**config.mk**
```make
export PLATFORM = sky130hd
export DESIGN_NAME = bounded_deque_with_search
export DESIGN_NICKNAME = d
export VERILOG_FILES = /design/src/rtl/bdq_pkg.sv /design/src/rtl/bounded_deque_with_search.sv /design/src/rtl/bdq_ram.sv
export SDC_FILE = /design/constraint.sdc
export NUM_CORES = 1
export LEC_CHECK = 0
export BUFFER_PORTS_ARGS = -buffer_cell sky130_fd_sc_hd__buf_2
export CAP_MARGIN = 20
export CORE_UTILIZATION = 36
export CTS_CLUSTER_SIZE = 20
export DETAILED_ROUTE_END_ITERATION = 12
export PLACE_DENSITY = 0.51
export SLEW_MARGIN = 20
export SYNTH_ARGS = -nofsm -noshare
export SYNTH_HDL_FRONTEND = slang
export SYNTH_SLANG_ARGS = --single-unit
export TNS_END_PERCENT = 1
```
**constraint.sdc**
```tcl
create_clock -name i_clk -period 8.4 [get_ports i_clk]
set_input_delay 0 -clock i_clk [delete_from_list [all_inputs] [get_ports i_clk]]
set_output_delay 0 -clock i_clk [all_outputs]
set_load 0.01 [all_outputs]
```
**src/rtl/bdq_pkg.sv**
```systemverilog
// ----------------------------------------------------------------------------
// bdq_pkg
// shared types and codes for the bounded deque with search
// ----------------------------------------------------------------------------
package bdq_pkg;

    // operation codes carried on the input tuser
    typedef enum logic [2:0] {
        OP_PUSH_FRONT = 3'd0,
        OP_PUSH_BACK  = 3'd1,
        OP_POP_FRONT  = 3'd2,
        OP_POP_BACK   = 3'd3,
        OP_FIND       = 3'd4
    } t_op;

    // result status codes
    localparam logic [1:0] ST_OK        = 2'd0;
    localparam logic [1:0] ST_UNDERFLOW = 2'd1;
    localparam logic [1:0] ST_OVERFLOW  = 2'd2;

    // sequencer states, one-hot
    typedef enum logic [3:0] {
        S_IDLE = 4'b0001,
        S_ADDR = 4'b0010,
        S_CHK  = 4'b0100,
        S_DONE = 4'b1000
    } t_state;

endpackage

```
**src/rtl/bounded_deque_with_search.sv**
```systemverilog
// ----------------------------------------------------------------------------
// bounded_deque_with_search
// bounded double-ended queue of words in a ring, with a linear value search
// ----------------------------------------------------------------------------
// Usage:
//   slave channel: one transaction per operation; tuser carries the operation
//   (push front, push back, pop front, pop back, find), tdata the word.
//   master channel: exactly one result transaction per operation with the
//   popped word, status, found flag, match position and count after it.
//   Path from acceptance to result valid: every operation passes the address
//   state and the done state; a pop on a non-empty queue adds one pass
//   through the check state for the read entry, and a find on a non-empty
//   queue adds one pass for each entry compared, up to the first match or the
//   last entry. The block works on one operation at a time; o_s_tready goes
//   high again once the result has moved into the output register, so a new
//   operation is not taken before the last result has left the sequencer.
//   A find walks the ring one entry a cycle through the single read port of
//   the entry store and one comparator.
//   Reset empties the queue (front pointer and count to zero) and drops any
//   pending result. When the receiver stalls, the result holds in the output
//   register; the next operation may be accepted and worked on meanwhile,
//   and its result waits in the sequencer until the output register frees.
// ----------------------------------------------------------------------------
module bounded_deque_with_search
    import bdq_pkg::*;
#(
    parameter int DEPTH      = 16,
    parameter int DATA_WIDTH = 32
) (
    input  logic                       i_clk,
    input  logic                       i_rst_n,
    // slave side
    input  logic                       i_s_tvalid,
    output logic                       o_s_tready,
    input  logic [31:0]                i_s_tdata,   // value[31:0]
    input  logic [2:0]                 i_s_tuser,   // op[2:0]
    // master side
    output logic                       o_m_tvalid,
    input  logic                       i_m_tready,
    // popped[31:0], position[PW-1:0], count[CW-1:0], zero fill to bytes
    output logic [((32 + $clog2(DEPTH) + $clog2(DEPTH + 1) + 7) / 8) * 8 - 1:0]
                                       o_m_tdata,
    output logic [2:0]                 o_m_tuser    // status[1:0], found[2]
);

    localparam int PW  = $clog2(DEPTH);
    localparam int CW  = $clog2(DEPTH + 1);
    localparam int KW  = (DATA_WIDTH < 32) ? DATA_WIDTH : 32;
    localparam int OW  = 32 + PW + CW;
    localparam int TDW = ((OW + 7) / 8) * 8;
    localparam int SW  = CW + 1;

    t_state           r_state, n_state;
    t_op              r_op, n_op;
    logic [KW-1:0]    r_word, n_word;
    logic [PW-1:0]    r_front, n_front;
    logic [CW-1:0]    r_count, n_count;
    logic [CW-1:0]    r_idx, n_idx;
    logic [31:0]      r_popped, n_popped;
    logic [1:0]       r_status, n_status;
    logic             r_found, n_found;
    logic [PW-1:0]    r_pos, n_pos;
    logic             r_o_valid, n_o_valid;
    logic [OW-1:0]    r_o_data, n_o_data;
    logic [2:0]       r_o_user, n_o_user;

    logic             w_full;
    logic             w_empty;
    logic             w_slot;
    logic             w_we;
    logic [CW-1:0]    w_off;
    logic [SW-1:0]    w_sum;
    logic [SW-1:0]    w_wrap;
    logic [PW-1:0]    w_ring;
    logic [KW-1:0]    w_rd_data;

    assign w_full  = (r_count == CW'(DEPTH));
    assign w_empty = (r_count == '0);
    assign w_slot  = !r_o_valid || i_m_tready;

    // ring offset for the address unit
    always_comb begin
        w_off = '0;
        if (r_state == S_CHK) begin
            w_off = r_idx + CW'(1);
        end else begin
            case (r_op)
                OP_PUSH_FRONT: w_off = CW'(DEPTH - 1);
                OP_PUSH_BACK:  w_off = r_count;
                OP_POP_BACK:   w_off = r_count - CW'(1);
                default:       w_off = '0;
            endcase
        end
    end

    // shared ring address unit: front plus offset modulo depth
    assign w_sum  = SW'(r_front) + SW'(w_off);
    assign w_wrap = (w_sum >= SW'(DEPTH)) ? (w_sum - SW'(DEPTH)) : w_sum;
    assign w_ring = w_wrap[PW-1:0];

    assign w_we = (r_state == S_ADDR) && !w_full
               && ((r_op == OP_PUSH_FRONT) || (r_op == OP_PUSH_BACK));

    bdq_ram #(
        .DEPTH (DEPTH),
        .WIDTH (KW)
    ) u_ram (
        .i_clk     (i_clk),
        .i_we      (w_we),
        .i_wr_addr (w_ring),
        .i_wr_data (r_word),
        .i_rd_addr (w_ring),
        .o_rd_data (w_rd_data)
    );

    // sequencer
    always_comb begin
        n_state  = r_state;
        n_op     = r_op;
        n_word   = r_word;
        n_front  = r_front;
        n_count  = r_count;
        n_idx    = r_idx;
        n_popped = r_popped;
        n_status = r_status;
        n_found  = r_found;
        n_pos    = r_pos;
        unique case (r_state)
            S_IDLE: begin
                if (i_s_tvalid) begin
                    n_op     = t_op'(i_s_tuser);
                    n_word   = i_s_tdata[KW-1:0];
                    n_idx    = '0;
                    n_popped = '0;
                    n_status = ST_OK;
                    n_found  = 1'b0;
                    n_pos    = '0;
                    n_state  = S_ADDR;
                end
            end
            S_ADDR: begin
                n_state = S_DONE;
                case (r_op)
                    OP_PUSH_FRONT: begin
                        if (w_full) begin
                            n_status = ST_OVERFLOW;
                        end else begin
                            n_front = w_ring;
                            n_count = r_count + CW'(1);
                        end
                    end
                    OP_PUSH_BACK: begin
                        if (w_full) begin
                            n_status = ST_OVERFLOW;
                        end else begin
                            n_count = r_count + CW'(1);
                        end
                    end
                    OP_POP_FRONT: begin
                        if (w_empty) begin
                            n_status = ST_UNDERFLOW;
                        end else begin
                            n_front = (r_front == PW'(DEPTH - 1)) ? '0 : r_front + PW'(1);
                            n_count = r_count - CW'(1);
                            n_state = S_CHK;
                        end
                    end
                    OP_POP_BACK: begin
                        if (w_empty) begin
                            n_status = ST_UNDERFLOW;
                        end else begin
                            n_count = r_count - CW'(1);
                            n_state = S_CHK;
                        end
                    end
                    OP_FIND: begin
                        if (!w_empty) begin
                            n_state = S_CHK;
                        end
                    end
                    default: n_state = S_DONE;
                endcase
            end
            S_CHK: begin
                if (r_op == OP_FIND) begin
                    // one compare per cycle, next address already issued
                    if (w_rd_data == r_word) begin
                        n_found = 1'b1;
                        n_pos   = r_idx[PW-1:0];
                        n_state = S_DONE;
                    end else if (r_idx + CW'(1) == r_count) begin
                        n_state = S_DONE;
                    end else begin
                        n_idx = r_idx + CW'(1);
                    end
                end else begin
                    n_popped = 32'(w_rd_data);
                    n_state  = S_DONE;
                end
            end
            S_DONE: begin
                if (w_slot) begin
                    n_state = S_IDLE;
                end
            end
            default: n_state = S_IDLE;
        endcase
    end

    // output register
    always_comb begin
        n_o_valid = r_o_valid;
        n_o_data  = r_o_data;
        n_o_user  = r_o_user;
        if ((r_state == S_DONE) && w_slot) begin
            n_o_valid = 1'b1;
            n_o_data  = {r_count, r_pos, r_popped};
            n_o_user  = {r_found, r_status};
        end else if (i_m_tready) begin
            n_o_valid = 1'b0;
        end
    end

    // control state
    always_ff @(posedge i_clk) begin
        if (!i_rst_n) begin
            r_state   <= S_IDLE;
            r_front   <= '0;
            r_count   <= '0;
            r_o_valid <= 1'b0;
        end else begin
            r_state   <= n_state;
            r_front   <= n_front;
            r_count   <= n_count;
            r_o_valid <= n_o_valid;
        end
    end

    // payload registers
    always_ff @(posedge i_clk) begin
        r_op     <= n_op;
        r_word   <= n_word;
        r_idx    <= n_idx;
        r_popped <= n_popped;
        r_status <= n_status;
        r_found  <= n_found;
        r_pos    <= n_pos;
        r_o_data <= n_o_data;
        r_o_user <= n_o_user;
    end

    assign o_s_tready = (r_state == S_IDLE);
    assign o_m_tvalid = r_o_valid;
    assign o_m_tdata  = TDW'(r_o_data);
    assign o_m_tuser  = r_o_user;

endmodule

```
**src/rtl/bdq_ram.sv**
```systemverilog
// ----------------------------------------------------------------------------
// bdq_ram
// entry store: one write port, one read port with registered read data
// ----------------------------------------------------------------------------
module bdq_ram #(
    parameter int DEPTH = 16,
    parameter int WIDTH = 32
) (
    input  logic                     i_clk,
    input  logic                     i_we,
    input  logic [$clog2(DEPTH)-1:0] i_wr_addr,
    input  logic [WIDTH-1:0]         i_wr_data,
    input  logic [$clog2(DEPTH)-1:0] i_rd_addr,
    output logic [WIDTH-1:0]         o_rd_data
);

    logic [WIDTH-1:0] r_mem [DEPTH];
    logic [WIDTH-1:0] r_rd_data;

    // write port
    always_ff @(posedge i_clk) begin
        if (i_we) begin
            r_mem[i_wr_addr] <= i_wr_data;
        end
    end

    // read port, data registered and valid in the cycle after the address
    always_ff @(posedge i_clk) begin
        r_rd_data <= r_mem[i_rd_addr];
    end

    assign o_rd_data = r_rd_data;

endmodule
```
# Yosys cells after proc, flatten, opt, wreduce, memory -nomap -nowiden
# Memories as Yosys holds them, arrays and structs flattened. A register that Yosys moved wholly into a read port is not among the register bits.
# Index checks and enable logic that the tools add are counted.
[classes]
addsub = 6
reduce_logical = 25
n_eq_ne = 27
n_lt_le_gt_ge = 1
mux = 43
[ops]
columns = ["cell", "count"]
rows = [
  ["two-way mux 32 bit", 2],
  ["one-hot mux 32 bit (2 select lines)", 1],
  ["two-way mux 4 bit", 14],
  ["two-way mux 5 bit", 7],
  ["== test 32 bit", 1],
  ["one-hot mux 5 bit (2 select lines)", 2],
  ["inequality test 2 bit (second input constant)", 9],
  ["one-hot mux 4 bit (2 select lines)", 2],
  ["one-hot mux 4 bit (4 select lines)", 1],
  ["one-hot mux 5 bit (3 select lines)", 1],
  ["AND reduction 4 bit", 3],
  ["adder 5 x 1 -> 5 bit (second input constant)", 2],
  ["AND reduction 5 bit", 2],
  ["nonzero test 2 bit", 5],
  ["inequality test 3 bit (second input constant)", 3],
  ["== test 4 bit (second input constant)", 2],
  ["one-hot mux 2 bit (2 select lines)", 2],
  ["two-way mux 1 bit", 7],
  ["adder 4 x 5 -> 6 bit", 1],
  ["== test 3 x 2 -> 1 bit (second input constant)", 2],
  ["greater-or-equal comparator 6 x 5 -> 1 bit (second input constant)", 1],
  ["two-way mux 2 bit", 3],
  ["AND reduction 3 bit", 2],
  ["== test 5 bit", 1],
  ["other kinds (20)", 26],
]
[word_totals]
ramBits = 512
out_inout_bits = 53
mem_count = 1
ff_bits = 137
[mem_list]
columns = ["name", "depth", "word_bits", "rd", "rd_ports_with_merged_regs", "write_ports", "line", "source"]
rows = [
  ["u_ram.r_mem", 16, 32, 1, 1, 1, "bdq_ram.sv:17", "logic [WIDTH-1:0] r_mem [DEPTH];"],
]

# Logic depth before layout (Yosys ltp)
[depth]
word_depth = 8
mapped_depth = 12

# Modules after synthesis
# From an unflattened synthesis, not the netlist that was laid out.
[hier_totals]
cells_unflattened = 1214
area_unflattened_um2 = 25448.2
[by_module_without_submodules]
columns = ["mod", "cells_per_inst", "instances", "area_each_um2", "seq_area_each_um2"]
rows = [
  ["bdq_ram", 838, 1, 19835.3, 16015.4],
  ["bounded_deque_with_search", 376, 1, 5612.9, 3973.8],
]

# Worst setup path before layout
# No wires, ideal clock.
[synth_path]
path_type = "reg2reg"
startpoint = "register r_state[3]"
endpoint = "memory u_ram.r_mem[10][0] (enable)"
required_ps = 7939
setup_time_ps = 461
arrival_time_ps = 5168
n_path_buf = 4
slack_ps = 2771
stages_incl_launch_ff = 13
path_cell_list = "dfxtp_1 -> or4b_1 -> buf_6 -> nand2b_1 -> o22ai_1 -> ha_1 -> inv_1 -> fa_1 -> clkbuf_1 -> clkbuf_1 -> clkbuf_1 -> or4_1 -> nor3_1"
[synth_via]
elab_chain_cells = 5
word_cells_on_any_way = 11
cone_classes = "2 x add/sub; 1 x order compare; 2 x eq/ne; 4 x mux; 2 x reduce/logical"
[synth_rtl]
columns = ["item", "line", "source"]
rows = [
  ["from (decl)", "bounded_deque_with_search.sv:53", "t_state r_state, n_state;"],
  ["from (signal assigned)", "bounded_deque_with_search.sv:232", "r_state <= n_state;"],
  ["== test 4 x 3 -> 1 bit or == test 4 x 2 -> 1 bit (tied branches)", "bounded_deque_with_search.sv:84, bounded_deque_with_search.sv:101", ""],
  ["two-way mux 5 bit or logical AND 1 bit (tied branches)", "bounded_deque_with_search.sv:84, bounded_deque_with_search.sv:101", ""],
  ["adder 4 x 5 -> 6 bit or logical AND 1 bit (tied branches)", "bounded_deque_with_search.sv:97, bounded_deque_with_search.sv:102", ""],
  ["greater-or-equal comparator 6 x 5 -> 1 bit (tied with other cells)", "bounded_deque_with_search.sv:98", "assign w_wrap = (w_sum >= SW'(DEPTH)) ? (w_sum - SW'(DEPTH)) : w_sum;"],
  ["two-way mux 4 bit or two-way mux 1 bit (tied branches)", "bounded_deque_with_search.sv:98, bdq_ram.sv:23", ""],
  ["to (decl)", "bdq_ram.sv:17", ""],
]
# Several ways; a longest one is shown, not always the timed one.

# Worst setup path in the final report
[layout_path]
startpoint = "register r_state[3]"
endpoint = "memory u_ram.r_mem[14][16] (enable)"
# Same word-level chain as after synthesis.

==> results.toml <==
[finish]
fin_area_mm2 = 0.0304
final_util = 0.432
area_growth_pct = 18.2
diodes = 0
multi_input_area_mm2 = 0.00553
nets = 1381
seq_area_mm2 = 0.0200
n_fill_cell = 6086
final_layout_size_suffix_gt1_frac = 0.294

[timing]
setup_viol = 0
tightest_slew_ps = 988
finClkSkew_ps = 28.0
slew_violations = 0
fin_setup_tns_ps = 0
fin_crit_ps = 5040
min_period_over_period = 0.600
timing.fmax_mhz = 198
finalHoldViolCount = 0
relSlewSlack = 0.338
grt_setup_unrepaired = "no"

[floorplanning]
rows = 97
die_area_mm2 = 0.0725
start_util = 0.365
die_h_um = 269
ioPinCount = 92
fp.dieW_um = 269
core_mm2 = 0.0704

[clock_network]
cts_max_path_buffers = 3
cts_tree = "built"
cts_max_level = 3
cts.sinks = 681
postCtsSetupBuffers = 0
cts_hold_buf = 39
clk_latency_ps = 620
cts_made_buffers = 74
path_clk_slew_ps = 60
cts-root-buf = "clkbuf_16"
post_cts_resized = 0

[power_and_ir_drop]
swShare = 0.230
power_uw = 8150
pwr-share-comb = 0.092
peakVddDrop_mv = 0.158
cellInternalPower_uw = 6280
p_switching_uw = 1880
power.leakage_uw = 0.00996
seq_power_share = 0.500
pwr-share-clk = 0.408
p_per_area_mw_per_mm2 = 268

[yosys]
yosysTopAreaCell = "edfxtp_1"
ys_types = 57
yosysTopAreaCellShare = 0.741
netlist_area_mm2 = 0.0257
synthArstFlopShare = 0
ys_warn_count = 0
synth_seq_cells = 681
synthCells = 1144
ys_dominant_reg_cell = "edfxtp_1"
synthTopCellsByArea = "edfxtp_1 74%, mux4_2 12%, dfxtp_1 3.6%"
synth_edf_count = 635
syn_area_per_cell_um2 = 22.5
yosysSeqAreaShare = 0.777

[setup_path]
critPathMostFrequentCell = "buf_4"
path_class = "reg -> reg"
cp-end-kind = "register"
cp-start-kind = "register"
worstPathRequired_ps = 8640
r2r_slack_ps = 3360
slowest_delay_ps = 960
slowest_stage = "fa_4"
rr_worst_depth = 10
r2r-start = "r_state[3]"
critical_path_arrival_ps = 5280
crit_start = "r_state[3]"
path_max_fanout = 54
crit_chain = "or4b_1 > clkinv_8 > and2_1 > a21o_1 > inv_1 > fa_4 > buf_4 > or4_1 > nor3_2 > buf_4"

[placement]
place_area_mm2 = 0.0275
gp_congestion = 0.746
dp_hpwl_mm = 33.5
portBuffers = 84

[grt]
grt_max_degree = 55
grt_pass1_wl_mm = 85.7
antenna_found_initial = 0
grt_usage = 0.162
grt_pass1_vias = 12489
gr-total-overflow = 0

[worst_hold_path]
hold_class = "in -> reg"
hold_start = "i_s_tdata[6]"
worst_hold_path.num_cells = 2

[detailed_routing]
wl_per_cell_um = 24.8
wirelength_mm = 57.8
postRouteAntennaNets = 0
drc = 0
drtIter0Drc = 788
first_pass_iters = 4
vias = 11783
drt-vias-per-instance = 5.05

[status]
outcome = "finished clean"

[run]
max_cap_viol_count = 0
## power by group through the flow
stage	sequential, uW	clock (uW)	combinational (uW)
6_report	4080	3330	749
3_5_place_dp	4150	0	756
3_3_place_gp	4140	0	754
5_1_grt	4100	3560	811
2_1_floorplan	4070	0	528
4_1_cts	4080	3430	774
## worst max-delay path: cells and delay by family, from the launching register on
family	cells	cell delay, ps
buf+inv	4	1370
compound gates	1	110
flops	1	320
fa+ha+maj	1	960
simple gates	4	1850
## synth_stat cells, types with 3 or more instances
cell	n
dfxtp_1	46
ha_1	7
nor2b_1	4
nor3b_1	4
inv_1	10
nor2_1	13
and2_1	42
buf_4	7
o21ai_0	8
mux4_2	135
a21o_1	3
nand2b_1	4
nor3_1	17
nand2_1	15
mux4_1	25
buf_6	5
nand4_1	6
a31oi_1	4
nand3_1	6
edfxtp_1	635
buf_2	13
xor2_1	38
nor4_1	8
clkbuf_1	32
a21oi_1	3
o31ai_1	3
o211a_1	3
xnor2_1	13
## logic make-up (layout without fill, tap and decap cells)
kind of cell             count (synthesis)  after routing  synth area share
XOR/XNOR                                53             53            0.0193
buffers and inverters                   69            314            0.0137
adder cells (fa/ha/maj)                  8              8           0.00418
multiplexers                           161            161             0.144
flip-flops                             681            681             0.777
other                                    1              7          0.000146
AND/OR/NAND/NOR                        130            130            0.0288
AO/OA/AOI/OAI                           41             41            0.0126
## state kept, by name, summed over array words and instances (netlist names)
signal and flops:
o_m_tuser 3, o_m_tvalid 1, r_count 5, r_found 1
r_front 4, r_idx 5, r_o_data 41, r_op 3
r_popped 32, r_pos 4, r_state 4, r_status 2
r_word 32, u_ram.o_rd_data 32, u_ram.r_mem 512
## final timing paths
| path | end |
|---|---|
| max | u_ram.r_mem[14][16] |
| min | r_word[6] |
| max reg2reg | u_ram.r_mem[14][16] |
| min reg2reg | r_o_data[35] |
## cell usage in the layout, fill, tap and decap left out, types with 9 or more instances in the layout
cell,count
buf_2,84
clkbuf_16,75
clkinv_2,14
inv_1,9
xnor2_1,12
dfxtp_1,46
xor2_1,38
edfxtp_1,635
clkbuf_1,14
nor2_1,13
buf_4,42
nand2_1,15
nor3_2,16
mux4_2,135
mux4_1,25
bufinv_16,9
dlygate4sd3_1,39
and2_1,42
## per-stage QoR
| stage | hold WS (ps) | setup WS, ps | std cells |
|---|---|---|---|
| final | 85.4 | 3360 | 2335 |
| after global routing | 64.0 | 3070 | 2335 |
| after CTS | 41.5 | 3250 | 2335 |
| after detailed placement | 178 | 3280 | 2159 |
| after global placement | 178 | 3360 | 2159 |
| after floorplan | 98.9 | 2770 | 1150 |
## routing by layer
layer / GRT usage / up-vias / share of wire
met1: 0.226 / 6296 / 0.46
met5: 0 / - / 0
li1: - / 5118 / -
met4: 0.0537 / 0 / 0.022
met3: 0.0264 / 84 / 0.043
met2: 0.260 / 285 / 0.48
## cell type report
| class | count | share of cell area |
|---|---|---|
| sequential | 681 | 0.658 |
| multi-input combinational | 400 | 0.182 |
| clock buffer | 97 | 0.0671 |
| tap | 940 | 0.0387 |
| timing repair buffer | 165 | 0.0370 |
| clock inverter | 40 | 0.0158 |
| inverter | 12 | 0.00189 |
Power figures use the tool's default switching activity.
